<file path="src/sv/ugds_pkg.sv">
// Shared types and constants of the undirected graph store with depth-first walk.
// Holds the payload structs, operation codes and the controller/datapath interface.
// No dependencies.
`default_nettype none

package ugds_pkg;

  localparam logic [2:0] OP_CLEAR  = 3'd0;
  localparam logic [2:0] OP_ADD    = 3'd1;
  localparam logic [2:0] OP_REMOVE = 3'd2;
  localparam logic [2:0] OP_QUERY  = 3'd3;
  localparam logic [2:0] OP_WALK   = 3'd4;

  typedef struct packed {
    logic [2:0] op;
    logic [3:0] vertex_a;
    logic [3:0] vertex_b;
  } in_item_t;

  typedef struct packed {
    logic       edge_found;
    logic [4:0] vertex_degree;
    logic [7:0] edge_total;
    logic [3:0] visit_vertex;
    logic       last;
  } out_item_t;

  // Commands from the controller; more than one group can be active at once.
  typedef struct packed {
    logic latch;
    logic clr;
    logic add_a;
    logic add_b;
    logic rm_init;
    logic rm_side;
    logic rm_rd;
    logic rm_ck;
    logic rm_fin;
    logic wk_init;
    logic wk_rd;
    logic wk_nb;
    logic wk_push;
    logic wk_pop;
    logic out_load;
    logic out_last;
    logic out_walk;
    logic out_pend;
  } cmd_t;

  typedef struct packed {
    logic [2:0] op;
    logic       in_range;
    logic       a_ok;
    logic       found;
    logic       self_loop;
    logic       rm_end;
    logic       rm_side;
    logic       wk_has;
    logic       wk_new;
    logic       d_one;
    logic       out_free;
  } sts_t;

endpackage

`default_nettype wire

</file>
<file path="src/sv/ugds_ram.sv">
// Generic single-write, single-read RAM with registered read data.
// No dependencies.
`default_nettype none

module ugds_ram #(
  parameter int WIDTH = 4,
  parameter int DEPTH = 256
) (
  input  wire logic                     clk_i,
  input  wire logic                     we_i,
  input  wire logic [$clog2(DEPTH)-1:0] waddr_i,
  input  wire logic [WIDTH-1:0]         wdata_i,
  input  wire logic                     re_i,
  input  wire logic [$clog2(DEPTH)-1:0] raddr_i,
  output logic      [WIDTH-1:0]         rdata_o
);

  logic [WIDTH-1:0] mem_q [DEPTH];
  logic [WIDTH-1:0] rdata_q;

  always_ff @(posedge clk_i) begin
    if (we_i) begin
      mem_q[waddr_i] <= wdata_i;
    end
    if (re_i) begin
      rdata_q <= mem_q[raddr_i];
    end
  end

  assign rdata_o = rdata_q;

endmodule

`default_nettype wire

</file>
<file path="src/sv/ugds_dpath.sv">
// Datapath of the graph store: neighbor RAM, list lengths, adjacency bits,
// walk stack, visited marks and the output register. Uses ugds_pkg and ugds_ram.
`default_nettype none

module ugds_dpath import ugds_pkg::*; #(
  parameter int VERTICES = 16
) (
  input  wire logic      clk_i,
  input  wire logic      rst_ni,
  input  wire in_item_t  in_item_i,
  input  wire cmd_t      cmd_i,
  output sts_t           sts_o,
  output logic           out_valid_o,
  input  wire logic      out_ready_i,
  output out_item_t      out_item_o
);

  localparam int ROWS   = (VERTICES < 16) ? VERTICES : 16;
  localparam int RW     = $clog2(ROWS);
  localparam int ADDR_W = RW + 4;

  logic [2:0]  op_q;
  logic [3:0]  a_q, b_q;
  logic        found_q;

  logic [4:0]  len_q [16];
  logic [15:0] loop_q;
  logic [15:0] adj_q [16];
  logic [7:0]  cnt_q;

  logic        side_q, hit_q;
  logic [4:0]  idx_q;

  logic [3:0]  stk_v_q [16];
  logic [4:0]  stk_p_q [16];
  logic [4:0]  dep_q;
  logic [15:0] vis_q;
  logic [3:0]  pend_q;

  logic        out_valid_q;
  out_item_t   out_q;

  logic              we, re;
  logic [ADDR_W-1:0] waddr, raddr;
  logic [3:0]        wdata, rdata;

  logic [3:0] rm_v, rm_u, tix, top_v, nb;
  logic [4:0] top_p, top_len, slot_w;
  logic       out_free;

  assign rm_v    = side_q ? b_q : a_q;
  assign rm_u    = side_q ? a_q : b_q;
  assign tix     = dep_q[3:0] - 4'd1;
  assign top_v   = stk_v_q[tix];
  assign top_p   = stk_p_q[tix];
  assign top_len = len_q[top_v];
  assign slot_w  = top_len - 5'd1 - top_p;
  assign nb      = rdata;
  assign out_free = !out_valid_q || out_ready_i;

  always_comb begin
    we    = 1'b0;
    waddr = {a_q[RW-1:0], len_q[a_q][3:0]};
    wdata = b_q;
    if (cmd_i.add_a) begin
      we = 1'b1;
    end else if (cmd_i.add_b) begin
      we    = 1'b1;
      waddr = {b_q[RW-1:0], len_q[b_q][3:0]};
      wdata = a_q;
    end else if (cmd_i.rm_ck && hit_q) begin
      // Entries behind the removed one move down by one slot.
      we    = 1'b1;
      waddr = {rm_v[RW-1:0], idx_q[3:0] - 4'd1};
      wdata = rdata;
    end
  end

  always_comb begin
    re    = cmd_i.rm_rd || cmd_i.wk_rd;
    raddr = cmd_i.rm_rd ? {rm_v[RW-1:0], idx_q[3:0]} : {top_v[RW-1:0], slot_w[3:0]};
  end

  ugds_ram #(.WIDTH(4), .DEPTH(ROWS * 16)) u_ram (
    .clk_i   (clk_i),
    .we_i    (we),
    .waddr_i (waddr),
    .wdata_i (wdata),
    .re_i    (re),
    .raddr_i (raddr),
    .rdata_o (rdata)
  );

  // Item registers, the walk stack payload, the remove index and the output payload.
  always_ff @(posedge clk_i) begin
    if (cmd_i.latch) begin
      op_q    <= in_item_i.op;
      a_q     <= in_item_i.vertex_a;
      b_q     <= in_item_i.vertex_b;
      found_q <= adj_q[in_item_i.vertex_a][in_item_i.vertex_b];
    end
    if (cmd_i.wk_init) begin
      stk_v_q[0] <= a_q;
      stk_p_q[0] <= 5'd0;
      pend_q     <= a_q;
    end
    if (cmd_i.wk_nb) begin
      stk_p_q[tix] <= top_p + 5'd1;
    end
    if (cmd_i.wk_push) begin
      stk_v_q[dep_q[3:0]] <= nb;
      stk_p_q[dep_q[3:0]] <= 5'd0;
      pend_q              <= nb;
    end
    if (cmd_i.rm_init) begin
      idx_q <= 5'd0;
    end else if (cmd_i.rm_ck) begin
      idx_q <= idx_q + 5'd1;
    end
    if (cmd_i.out_load) begin
      out_q.edge_found    <= cmd_i.out_walk ? 1'b0 : found_q;
      out_q.vertex_degree <= len_q[a_q] + {4'd0, loop_q[a_q]};
      out_q.edge_total    <= cnt_q;
      out_q.visit_vertex  <= cmd_i.out_pend ? pend_q : 4'd0;
      out_q.last          <= cmd_i.out_last;
    end
  end

  always_ff @(posedge clk_i or negedge rst_ni) begin
    if (!rst_ni) begin
      for (int i = 0; i < 16; i++) begin
        len_q[i] <= 5'd0;
        adj_q[i] <= 16'd0;
      end
      loop_q      <= 16'd0;
      cnt_q       <= 8'd0;
      side_q      <= 1'b0;
      hit_q       <= 1'b0;
      dep_q       <= 5'd0;
      vis_q       <= 16'd0;
      out_valid_q <= 1'b0;
    end else begin
      if (cmd_i.clr) begin
        for (int i = 0; i < 16; i++) begin
          len_q[i] <= 5'd0;
          adj_q[i] <= 16'd0;
        end
        loop_q <= 16'd0;
        cnt_q  <= 8'd0;
      end
      if (cmd_i.add_a) begin
        len_q[a_q]      <= len_q[a_q] + 5'd1;
        adj_q[a_q][b_q] <= 1'b1;
        adj_q[b_q][a_q] <= 1'b1;
        cnt_q           <= cnt_q + 8'd1;
        if (a_q == b_q) begin
          loop_q[a_q] <= 1'b1;
        end
      end
      if (cmd_i.add_b) begin
        len_q[b_q] <= len_q[b_q] + 5'd1;
      end
      if (cmd_i.rm_init) begin
        side_q <= cmd_i.rm_side;
        hit_q  <= 1'b0;
      end
      if (cmd_i.rm_ck && !hit_q && rdata == rm_u) begin
        hit_q <= 1'b1;
      end
      if (cmd_i.rm_fin) begin
        len_q[rm_v] <= len_q[rm_v] - 5'd1;
        if (!side_q) begin
          cnt_q           <= cnt_q - 8'd1;
          adj_q[a_q][b_q] <= 1'b0;
          adj_q[b_q][a_q] <= 1'b0;
          if (a_q == b_q) begin
            loop_q[a_q] <= 1'b0;
          end
        end
      end
      if (cmd_i.wk_init) begin
        vis_q <= 16'd1 << a_q;
        dep_q <= 5'd1;
      end
      if (cmd_i.wk_push) begin
        vis_q[nb] <= 1'b1;
        dep_q     <= dep_q + 5'd1;
      end
      if (cmd_i.wk_pop) begin
        dep_q <= dep_q - 5'd1;
      end
      if (cmd_i.out_load) begin
        out_valid_q <= 1'b1;
      end else if (out_ready_i) begin
        out_valid_q <= 1'b0;
      end
    end
  end

  always_comb begin
    sts_o.op        = op_q;
    sts_o.a_ok      = ({3'b000, a_q} < 7'(VERTICES));
    sts_o.in_range  = ({3'b000, a_q} < 7'(VERTICES)) && ({3'b000, b_q} < 7'(VERTICES));
    sts_o.found     = found_q;
    sts_o.self_loop = (a_q == b_q);
    sts_o.rm_end    = (idx_q == len_q[rm_v]);
    sts_o.rm_side   = side_q;
    sts_o.wk_has    = (top_p < top_len);
    sts_o.wk_new    = !vis_q[nb];
    sts_o.d_one     = (dep_q == 5'd1);
    sts_o.out_free  = out_free;
  end

  assign out_valid_o = out_valid_q;
  assign out_item_o  = out_q;

endmodule

`default_nettype wire

</file>
<file path="src/sv/ugds_ctrl.sv">
// Controller state machine of the graph store; sequences the datapath
// through edits, list scans and the walk. Uses ugds_pkg.
`default_nettype none

module ugds_ctrl import ugds_pkg::*; (
  input  wire logic clk_i,
  input  wire logic rst_ni,
  input  wire logic in_valid_i,
  output logic      in_ready_o,
  input  wire sts_t sts_i,
  output cmd_t      cmd_o
);

  localparam logic [3:0] S_IDLE  = 4'd0;
  localparam logic [3:0] S_DISP  = 4'd1;
  localparam logic [3:0] S_ADDA  = 4'd2;
  localparam logic [3:0] S_ADDB  = 4'd3;
  localparam logic [3:0] S_RMRD  = 4'd4;
  localparam logic [3:0] S_RMCK  = 4'd5;
  localparam logic [3:0] S_RMFIN = 4'd6;
  localparam logic [3:0] S_RES   = 4'd7;
  localparam logic [3:0] S_WINIT = 4'd8;
  localparam logic [3:0] S_WTOP  = 4'd9;
  localparam logic [3:0] S_WNB   = 4'd10;
  localparam logic [3:0] S_WEMIT = 4'd11;
  localparam logic [3:0] S_WFIN  = 4'd12;

  logic [3:0] state_q, state_d;

  always_ff @(posedge clk_i or negedge rst_ni) begin
    if (!rst_ni) begin
      state_q <= S_IDLE;
    end else begin
      state_q <= state_d;
    end
  end

  always_comb begin
    state_d    = state_q;
    cmd_o      = '0;
    in_ready_o = 1'b0;
    unique case (state_q)
      S_IDLE: begin
        in_ready_o = 1'b1;
        if (in_valid_i) begin
          cmd_o.latch = 1'b1;
          state_d     = S_DISP;
        end
      end
      S_DISP: begin
        priority if (sts_i.op == OP_CLEAR) begin
          cmd_o.clr = 1'b1;
          state_d   = S_RES;
        end else if (sts_i.op == OP_ADD && sts_i.in_range && !sts_i.found) begin
          state_d = S_ADDA;
        end else if (sts_i.op == OP_REMOVE && sts_i.in_range && sts_i.found) begin
          cmd_o.rm_init = 1'b1;
          state_d       = S_RMRD;
        end else if (sts_i.op == OP_WALK && sts_i.a_ok) begin
          state_d = S_WINIT;
        end else begin
          state_d = S_RES;
        end
      end
      S_ADDA: begin
        cmd_o.add_a = 1'b1;
        state_d     = sts_i.self_loop ? S_RES : S_ADDB;
      end
      S_ADDB: begin
        cmd_o.add_b = 1'b1;
        state_d     = S_RES;
      end
      S_RMRD: begin
        if (sts_i.rm_end) begin
          state_d = S_RMFIN;
        end else begin
          cmd_o.rm_rd = 1'b1;
          state_d     = S_RMCK;
        end
      end
      S_RMCK: begin
        cmd_o.rm_ck = 1'b1;
        state_d     = S_RMRD;
      end
      S_RMFIN: begin
        cmd_o.rm_fin = 1'b1;
        if (!sts_i.rm_side && !sts_i.self_loop) begin
          // Second pass removes the mirror entry from vertex_b's list.
          cmd_o.rm_init = 1'b1;
          cmd_o.rm_side = 1'b1;
          state_d       = S_RMRD;
        end else begin
          state_d = S_RES;
        end
      end
      S_RES: begin
        if (sts_i.out_free) begin
          cmd_o.out_load = 1'b1;
          cmd_o.out_last = 1'b1;
          cmd_o.out_walk = (sts_i.op == OP_WALK);
          state_d        = S_IDLE;
        end
      end
      S_WINIT: begin
        cmd_o.wk_init = 1'b1;
        state_d       = S_WTOP;
      end
      S_WTOP: begin
        if (sts_i.wk_has) begin
          cmd_o.wk_rd = 1'b1;
          state_d     = S_WNB;
        end else begin
          cmd_o.wk_pop = 1'b1;
          state_d      = sts_i.d_one ? S_WFIN : S_WTOP;
        end
      end
      S_WNB: begin
        cmd_o.wk_nb = 1'b1;
        state_d     = sts_i.wk_new ? S_WEMIT : S_WTOP;
      end
      S_WEMIT: begin
        // The previously found vertex goes out now that another one follows it.
        if (sts_i.out_free) begin
          cmd_o.out_load = 1'b1;
          cmd_o.out_walk = 1'b1;
          cmd_o.out_pend = 1'b1;
          cmd_o.wk_push  = 1'b1;
          state_d        = S_WTOP;
        end
      end
      S_WFIN: begin
        if (sts_i.out_free) begin
          cmd_o.out_load = 1'b1;
          cmd_o.out_walk = 1'b1;
          cmd_o.out_pend = 1'b1;
          cmd_o.out_last = 1'b1;
          state_d        = S_IDLE;
        end
      end
      default: begin
        state_d = S_IDLE;
      end
    endcase
  end

endmodule

`default_nettype wire

</file>
<file path="src/sv/undirected_graph_store_dfs_core.sv">
// Top level of the undirected graph store with depth-first walk.
// Instantiates ugds_ctrl and ugds_dpath; uses ugds_pkg.
//
// Usage: items enter on the in channel (in_valid_i/in_ready_o, in_item_i) and
// results leave on the out channel (out_valid_o/out_ready_i, out_item_o).
// One item is worked on at a time; in_ready_o is high only while idle.
// Clear, query and unmatched add/remove go from dispatch straight to the result.
// An add makes one RAM write per list. A remove scans each list with a read and
// a compare step. A walk reads each list entry it visits and checks its visited mark;
// each visited vertex gives one result, the final one has last set.
// Adds, removes and walks all share the single neighbor RAM port.
// Reset empties the graph at once (lengths, adjacency and self-loop bits, edge count); the
// neighbor RAM is not cleared. A stalled receiver holds the result in the
// output register and the block waits before loading the next one.
`default_nettype none

module undirected_graph_store_dfs_core import ugds_pkg::*; #(
  parameter int VERTICES = 16
) (
  input  wire logic      clk_i,
  input  wire logic      rst_ni,
  input  wire logic      in_valid_i,
  output logic           in_ready_o,
  input  wire in_item_t  in_item_i,
  output logic           out_valid_o,
  input  wire logic      out_ready_i,
  output out_item_t      out_item_o
);

  cmd_t cmd;
  sts_t sts;

  ugds_ctrl u_ctrl (
    .clk_i      (clk_i),
    .rst_ni     (rst_ni),
    .in_valid_i (in_valid_i),
    .in_ready_o (in_ready_o),
    .sts_i      (sts),
    .cmd_o      (cmd)
  );

  ugds_dpath #(.VERTICES(VERTICES)) u_dpath (
    .clk_i       (clk_i),
    .rst_ni      (rst_ni),
    .in_item_i   (in_item_i),
    .cmd_i       (cmd),
    .sts_o       (sts),
    .out_valid_o (out_valid_o),
    .out_ready_i (out_ready_i),
    .out_item_o  (out_item_o)
  );

endmodule

`default_nettype wire

</file>
<file path="config.mk">
export PLATFORM = sky130hd
export DESIGN_NAME = undirected_graph_store_dfs_core
export DESIGN_NICKNAME = d
export VERILOG_FILES = /design/src/sv/ugds_pkg.sv /design/src/sv/ugds_ram.sv /design/src/sv/ugds_dpath.sv /design/src/sv/ugds_ctrl.sv /design/src/sv/undirected_graph_store_dfs_core.sv
export SDC_FILE = /design/constraint.sdc
export NUM_CORES = 2
export LEC_CHECK = 0
export BUFFER_PORTS_ARGS = -buffer_cell sky130_fd_sc_hd__buf_4
export CORE_MARGIN = 5
export CORE_UTILIZATION = 40
export CTS_BUF_LIST = sky130_fd_sc_hd__clkbuf_2 sky130_fd_sc_hd__clkbuf_4 sky130_fd_sc_hd__clkbuf_8
export DETAILED_ROUTE_END_ITERATION = 7
export HOLD_SLACK_MARGIN = 0.08
export PLACE_DENSITY = 0.6
export SLEW_MARGIN = 40
export SYNTH_ARGS = -nofsm -noshare
export SYNTH_HDL_FRONTEND = slang
export SYNTH_SLANG_ARGS = --single-unit
export TNS_END_PERCENT = 1
</file>
<file path="constraint.sdc">
create_clock -name clk_i -period 29 [get_ports clk_i]
set_clock_uncertainty 0.1 [all_clocks]
set_input_delay 2.9 -clock clk_i [delete_from_list [all_inputs] [get_ports clk_i]]
set_output_delay 2.9 -clock clk_i [all_outputs]
set_load 0.02 [all_outputs]
</file>
## Word level (Yosys, flattened, before mapping)

Memories as Yosys holds them, arrays and structs flattened. A register that Yosys moved wholly into a read port is not among the register bits.
Index checks and enable logic that the tools add are counted.

| word-level totals | value |
|---|---|
| register bits | 428 |
| bits in latches | 0 |
| memory bits (writable) | 1,168 |
| bits in read-only memories | 0 |
| input bits | 15 |
| output and inout port bits | 21 |
| word-level logic and storage cells | 296 |
| memories kept | 3 |

Memories:

| memory | depth | bits a word | rd ports | clocked after Yosys merged registers in | wr ports | RTL line | text |
|---|---|---|---|---|---|---|---|
| u_dpath.u_ram.mem_q | 256 | 4 | 1 | 1 | 1 | ugds_ram.sv:18 | `logic [WIDTH-1:0] mem_q [DEPTH];` |
| u_dpath.stk_p_q | 16 | 5 | 1 | 0 | 1 | ugds_dpath.sv:35 | `logic [4:0] stk_p_q [16];` |
| u_dpath.stk_v_q | 16 | 4 | 1 | 0 | 1 | ugds_dpath.sv:34 | `logic [3:0] stk_v_q [16];` |

| operators by class | value |
|---|---|
| add/subtract/negate cells | 14 |
| multipliers | 0 |
| div/mod/pow operators | 0 |
| order comparisons | 16 |
| eq/ne operators | 22 |
| shifts and indexed selects | 1 |
| muxes and demuxes | 144 |
| bitwise operators | 15 |
| reductions and logical operators | 30 |

Operators with widths:

| cell | count |
|---|---|
| two-way mux 256 bit | 4 |
| AND 256 bit | 2 |
| NOT 256 bit | 2 |
| bitwise OR 256 bit | 2 |
| two-way mux 80 bit | 4 |
| bitwise mux 80 bit | 3 |
| two-way mux 16 bit | 12 |
| demux 16 bit (select 4 bit) | 2 |
| binary-select mux 5 bit (select 4 bit) | 4 |
| two-way mux 4 bit | 20 |
| two-way mux 5 bit | 16 |
| binary-select mux 16 bit (select 4 bit) | 1 |
| two-way mux 8 bit | 8 |
| demux 5 bit (select 4 bit) | 3 |
| one-hot mux 4 bit (12 select lines) | 1 |
| two-way mux 1 bit | 47 |
| bitwise OR 16 bit | 2 |
| adder 5 x 1 -> 5 bit (second input constant) | 5 |
| greater-or-equal comparator 5 bit (second input constant) | 5 |
| NOT 4 -> 5 bit | 5 |
| == test 4 bit (second input constant) | 5 |
| < comparator 4 x 5 -> 1 bit (second input constant) | 4 |
| AND 16 bit | 1 |
| == test 4 x 3 -> 1 bit (second input constant) | 4 |
| other kinds (38) | 80 |

## Longest topological paths before layout

| logic depth | value |
|---|---|
| depth in word-level cells | 13 |
| mapped depth | 33 |
| mapped depth without buffers | 22 |

## Modules after synthesis

Synthesis repeated with hierarchy kept, for this count alone.

| second synthesis, totals | value |
|---|---|
| cell total of the unflattened synthesis | 5,286 |
| area total of the unflattened synthesis | 73,385.4 um2 |

Modules (own cells, without submodules):

| module | times used | cells an instance | area an instance (um2) | sequential area each (um2) |
|---|---|---|---|---|
| ugds_ram | 1 | 2,051 | 40,715.3 | 30,869.6 |
| ugds_dpath | 1 | 3,150 | 32,090.8 | 14,283.7 |
| ugds_ctrl | 1 | 85 | 579.3 | 100.1 |

## Worst setup path after synthesis

Ideal clock, no wire load.

| timing path | value |
|---|---|
| path kind | reg-to-reg |
| start point | register u_ctrl.state_q[2] |
| end point | memory u_dpath.u_ram.mem_q[0][3] (data pin) |
| setup time | 1.635 ns |
| arrival time | 8.419 ns |
| required time | 27.265 ns |
| slack | 18.846 ns |
| stages on the path, launching flop included | 7 |
| path buffers | 3 |
| clock period less this slack | 10.154 ns |
| cell sequence | dfrtp_1 > nor2_1 > nand2_1 > clkbuf_1 > clkbuf_1 > buf_1 > a22oi_1 |

| on the way | value |
|---|---|
| cells in the longest elaborated chain, start to end | 6 |
| elaborated cells on any way between the ends | 10 |
| those cells by class | eq/ne (3); mux (6); reduce/logical (1) |

RTL lines:

| what | RTL line | text |
|---|---|---|
| from (decl) | ugds_ctrl.sv:28 | `logic [3:0] state_q, state_d;` |
| from (signal assigned) | ugds_ctrl.sv:34 | `state_q <= state_d;` |
| == test 4 x 3 -> 1 bit | ugds_ctrl.sv:42 | `unique case (state_q)` |
| two-way mux 1 bit | ugds_ctrl.sv:42 |  |
| logical AND 1 bit | ugds_dpath.sv:71 | `end else if (cmd_i.rm_ck && hit_q) begin` |
| two-way mux 4 bit | ugds_dpath.sv:71 |  |
| two-way mux 4 bit | ugds_dpath.sv:67 | `end else if (cmd_i.add_b) begin` |
| two-way mux 4 bit * | ugds_dpath.sv:65 | `if (cmd_i.add_a) begin` |
| net u_dpath.u_ram.wdata_i[3] | ugds_ram.sv:12 | `input wire logic [WIDTH-1:0] wdata_i,` |
| to (decl) | ugds_ram.sv:18 |  |

The timed path passes the listed nets; every way through them passes the cells marked *.

## Worst setup path after layout

| timing path | value |
|---|---|
| start point | register u_dpath.dep_q[1] |
| end point | register u_dpath.u_ram.rdata_q[2], in the netlist u_dpath.u_ram.rdata_o[2], read port of u_dpath.u_ram.mem_q (data pin) |

| on the way | value |
|---|---|
| cells in the longest elaborated chain, start to end | 10 |
| elaborated cells on any way between the ends | 14 |
| those cells by class | add/sub (3); order compare (1); mux (6); bitwise (1); reduce/logical (1); memory (2) |

RTL lines:

| what | RTL line | text |
|---|---|---|
| from (decl) | ugds_dpath.sv:36 | `logic [4:0] dep_q;` |
| from (signal assigned) | ugds_dpath.sv:187 | `dep_q <= dep_q + 5'd1;` |
| from (signal assigned) | ugds_dpath.sv:190 | `dep_q <= dep_q - 5'd1;` |
| subtractor 4 x 1 -> 4 bit * | ugds_dpath.sv:53 | `assign tix = dep_q[3:0] - 4'd1;` |
| branches (longest 9 deep; another with memory read (16 x 4 bit)) | n/a |  |
| to (decl) | ugds_ram.sv:19 | `logic [WIDTH-1:0] rdata_q;` |

Every way passes the cells marked *. The select of a mux whose other input is x is not followed.
A chain may end at the register's enable or synchronous reset.

==> flow_metrics.tcl <==
set metrics [dict create \
    placedCellCount 8081 \
    whs_ps 392.3 \
    hpwl_um 130300 \
    final.setup.tns_ps 0 \
    synth_area_um2 72840 \
    regArea_um2 46060 \
    syn_nets 6023 \
    status "finished with violations" \
    start_util_pct 40.26 \
    ctsRootBufferMaster "clkbuf_8" \
    yosysSeqAreaShare_pct 63.23 \
    cp-startpoint "u_dpath.dep_q[1]" \
    synth_seq_cells 1600 \
    grt_max_degree 175 \
    clock_path_buffers 4 \
    yosysWarnings 0 \
    min_path_type "reg2reg" \
    worstSetupStartpointType "register" \
    fin_nets 6043 \
    async_reset_ff_share_pct 24.25 \
    cp_max_fo 71 \
    yosys-top-cells-area "edfxtp_1 50%, dfrtp_1 13%, mux4_2 6.0%" \
    fmax_mhz 104.3 \
    layout_min_cycle_time_ps 9589 \
    fp.coreArea_um2 180900 \
    synth_top_area_share_pct 49.76 \
    met3_usage_pct 5.288 \
    clock-sinks 1600 \
    grtUsageTotal_pct 22.45 \
    yosysTopAreaCell "edfxtp_1" \
    synth.avg_cell_area_um2 12.17 \
    rows 156 \
    r2r-start "u_dpath.dep_q[1]" \
    required_ps 29660 \
    arrival_ps 10240 \
    ys_types 79 \
    hold_viol_final 0 \
    setup.worst_path.end_class "register" \
    violations "design-rule violations" \
    ant_nets 0 \
    grt_use_met2_pct 34.64 \
    final_max_slew_viol_count 0 \
    layout-area-overhead-vs-synth_pct 11.63 \
    worstHoldStart "u_dpath.dep_q[4]" \
    critical_path_class "reg2reg" \
    cts_tree "built" \
    met1_usage_pct 30.88 \
    tightest_slew_ps 901.0 \
    die_x_um 436.7 \
    nFillCells 16330 \
    post_cts_buffers 0 \
    fin_cells 8568 \
    wl_per_cell_um 25.58 \
    grt-ovfl-total 0 \
    path_clk_slew_ps 60 \
    synth-edff-count 1207 \
    portBuffers 35 \
    synthCells 5986 \
    first_global_vias 51190 \
    place_congestion 0.9227 \
    drcViolationCount 5 \
    io_pins 36 \
    cts_inserted_buffers 289 \
    cts_resized 0 \
    cap_viol_max_count 0 \
    avgViaCountPerCell 6.042 \
    antenna_found_initial 3 \
    first_iter_violations 6113 \
    min_period_over_period_pct 33.06 \
    synth_most_common_cell "edfxtp_1" \
    routed_wl_um 219100 \
    dr.pass1.iters 8 \
    postCtsHoldBufs 0 \
    grt.busiest_layer "met2" \
    synthFlopType "edfxtp_1" \
    die_h_um 436.7 \
    rsz0062_at_grt "no" \
    vias 51770 \
    drive_gt1_share_pct 14.70 \
    multi_input_area_um2 25290 \
    h-tree-depth 5 \
    die_area_um2 190700 \
    insertion_delay_ps 1040 \
    synth_common_cells "1207 x edfxtp_1, 891 x nor2_1, 750 x nand2_1" \
    grt_pass1_wl_um 329000 \
    finalSetupViolCount 0 \
    relSlewSlack_pct 39.65 \
]
-- registers in the layout, summed over array words and instances (netlist names), 3 cells and up --
register	count
u_ctrl.state_q	4
u_dpath.a_q	4
u_dpath.adj_q	256
u_dpath.b_q	4
u_dpath.cnt_q	8
u_dpath.dep_q	5
u_dpath.idx_q	5
u_dpath.len_q	80
u_dpath.loop_q	16
u_dpath.op_q	3
u_dpath.out_item_o	19
u_dpath.pend_q	4
u_dpath.stk_p_q	80
u_dpath.stk_v_q	64
u_dpath.u_ram.mem_q	1024
u_dpath.u_ram.rdata_o	4
u_dpath.vis_q	16
-- final cells by class --
cell class / count / area share, %
diodes: 6 / 0.01847
clock buffers: 396 / 5.972
clock inverters: 81 / 0.5555
inverters: 22 / 0.1200
multi-input cells: 3921 / 31.11
flip-flops and latches: 1600 / 56.64
well taps: 2370 / 3.647
repair buffers: 172 / 1.939
-- cells in the final DEF (no fill, tap or decap), types with 23 or more instances in the layout --
| cell | count |
|---|---|
| a221o_1 | 23 |
| edfxtp_1 | 1207 |
| clkinv_1 | 46 |
| dfrtp_1 | 387 |
| a21oi_1 | 616 |
| o211ai_1 | 68 |
| mux4_2 | 194 |
| nand2_1 | 747 |
| mux2i_1 | 298 |
| nor2_1 | 874 |
| nor3_1 | 65 |
| clkbuf_8 | 301 |
| a31oi_1 | 27 |
| nor2b_1 | 30 |
| o22ai_1 | 116 |
| buf_4 | 135 |
| nand3_1 | 53 |
| a22oi_1 | 150 |
| o21ai_0 | 152 |
| clkinv_2 | 24 |
| clkbuf_4 | 95 |
| a211oi_1 | 26 |
| a32oi_1 | 29 |
| nor4_1 | 105 |
-- stage by stage --
stage               cell area, µm²  worst slack, ps  utilization (%)
global route                 81300            18770            44.93
global placement             75400            18620            41.67
finish                       81310            19410            44.94
CTS                          81150            19220            44.85
detailed placement           75850            19190            41.92
floorplan                    72840            18850                -
-- final timing paths --
check / endpoint / slack (ps) / cells after the start
max: u_dpath.u_ram.rdata_o[2] / 19410 / 23
min in group asynchronous: u_dpath.adj_q[169] / 1750 / 1
max in group asynchronous: u_dpath.len_q[28] / 25210 / 3
min reg2reg: u_dpath.dep_q[4] / 390 / 1
min: u_dpath.dep_q[4] / 390 / 1
max reg2reg: u_dpath.u_ram.rdata_o[2] / 19410 / 23
-- critical path: stages, from the launching register on --
cell and delay, ps:
dfrtp_1 510, inv_1 130, ha_1 760, buf_4 470
mux4_2 390, mux4_4 910, a211oi_1 290, a211oi_1 80
a21oi_1 150, o21ai_0 130, ha_1 350, nand3_1 80
mux2i_1 120, nor2_4 500, buf_6 590, buf_4 710
buf_4 580, buf_4 690, mux2i_1 280, o22ai_1 100
nor4_1 380, nor3_1 110, or4_1 510, o311a_1 150
-- cells by family (layout without fill, tap and decap cells) --
| group | count (synthesis) | count (layout) | synth area share [%] |
|---|---|---|---|
| AO/OA/AOI/OAI | 1323 | 1323 | 11.06 |
| XOR/XNOR | 39 | 39 | 0.4793 |
| adder cells (fa/ha/maj) | 22 | 22 | 0.3882 |
| buffers and inverters | 465 | 671 | 2.817 |
| flip-flops | 1600 | 1600 | 63.23 |
| multiplexers | 517 | 517 | 10.50 |
| other | 0 | 6 | 0 |
| AND/OR/NAND/NOR | 2020 | 2020 | 11.53 |
-- layer usage --
metal | part of all wire [%] | up-vias
met4 | 3.7 | 2
met5 | 0.0059 | -
met3 | 9.5 | 527
met1 | 41 | 26090
li1 | - | 22480
met2 | 46 | 2664
Power is left out: the tool's default activity adds up to more than one toggle a clock period on the data nets, which glitch-free logic cannot reach.
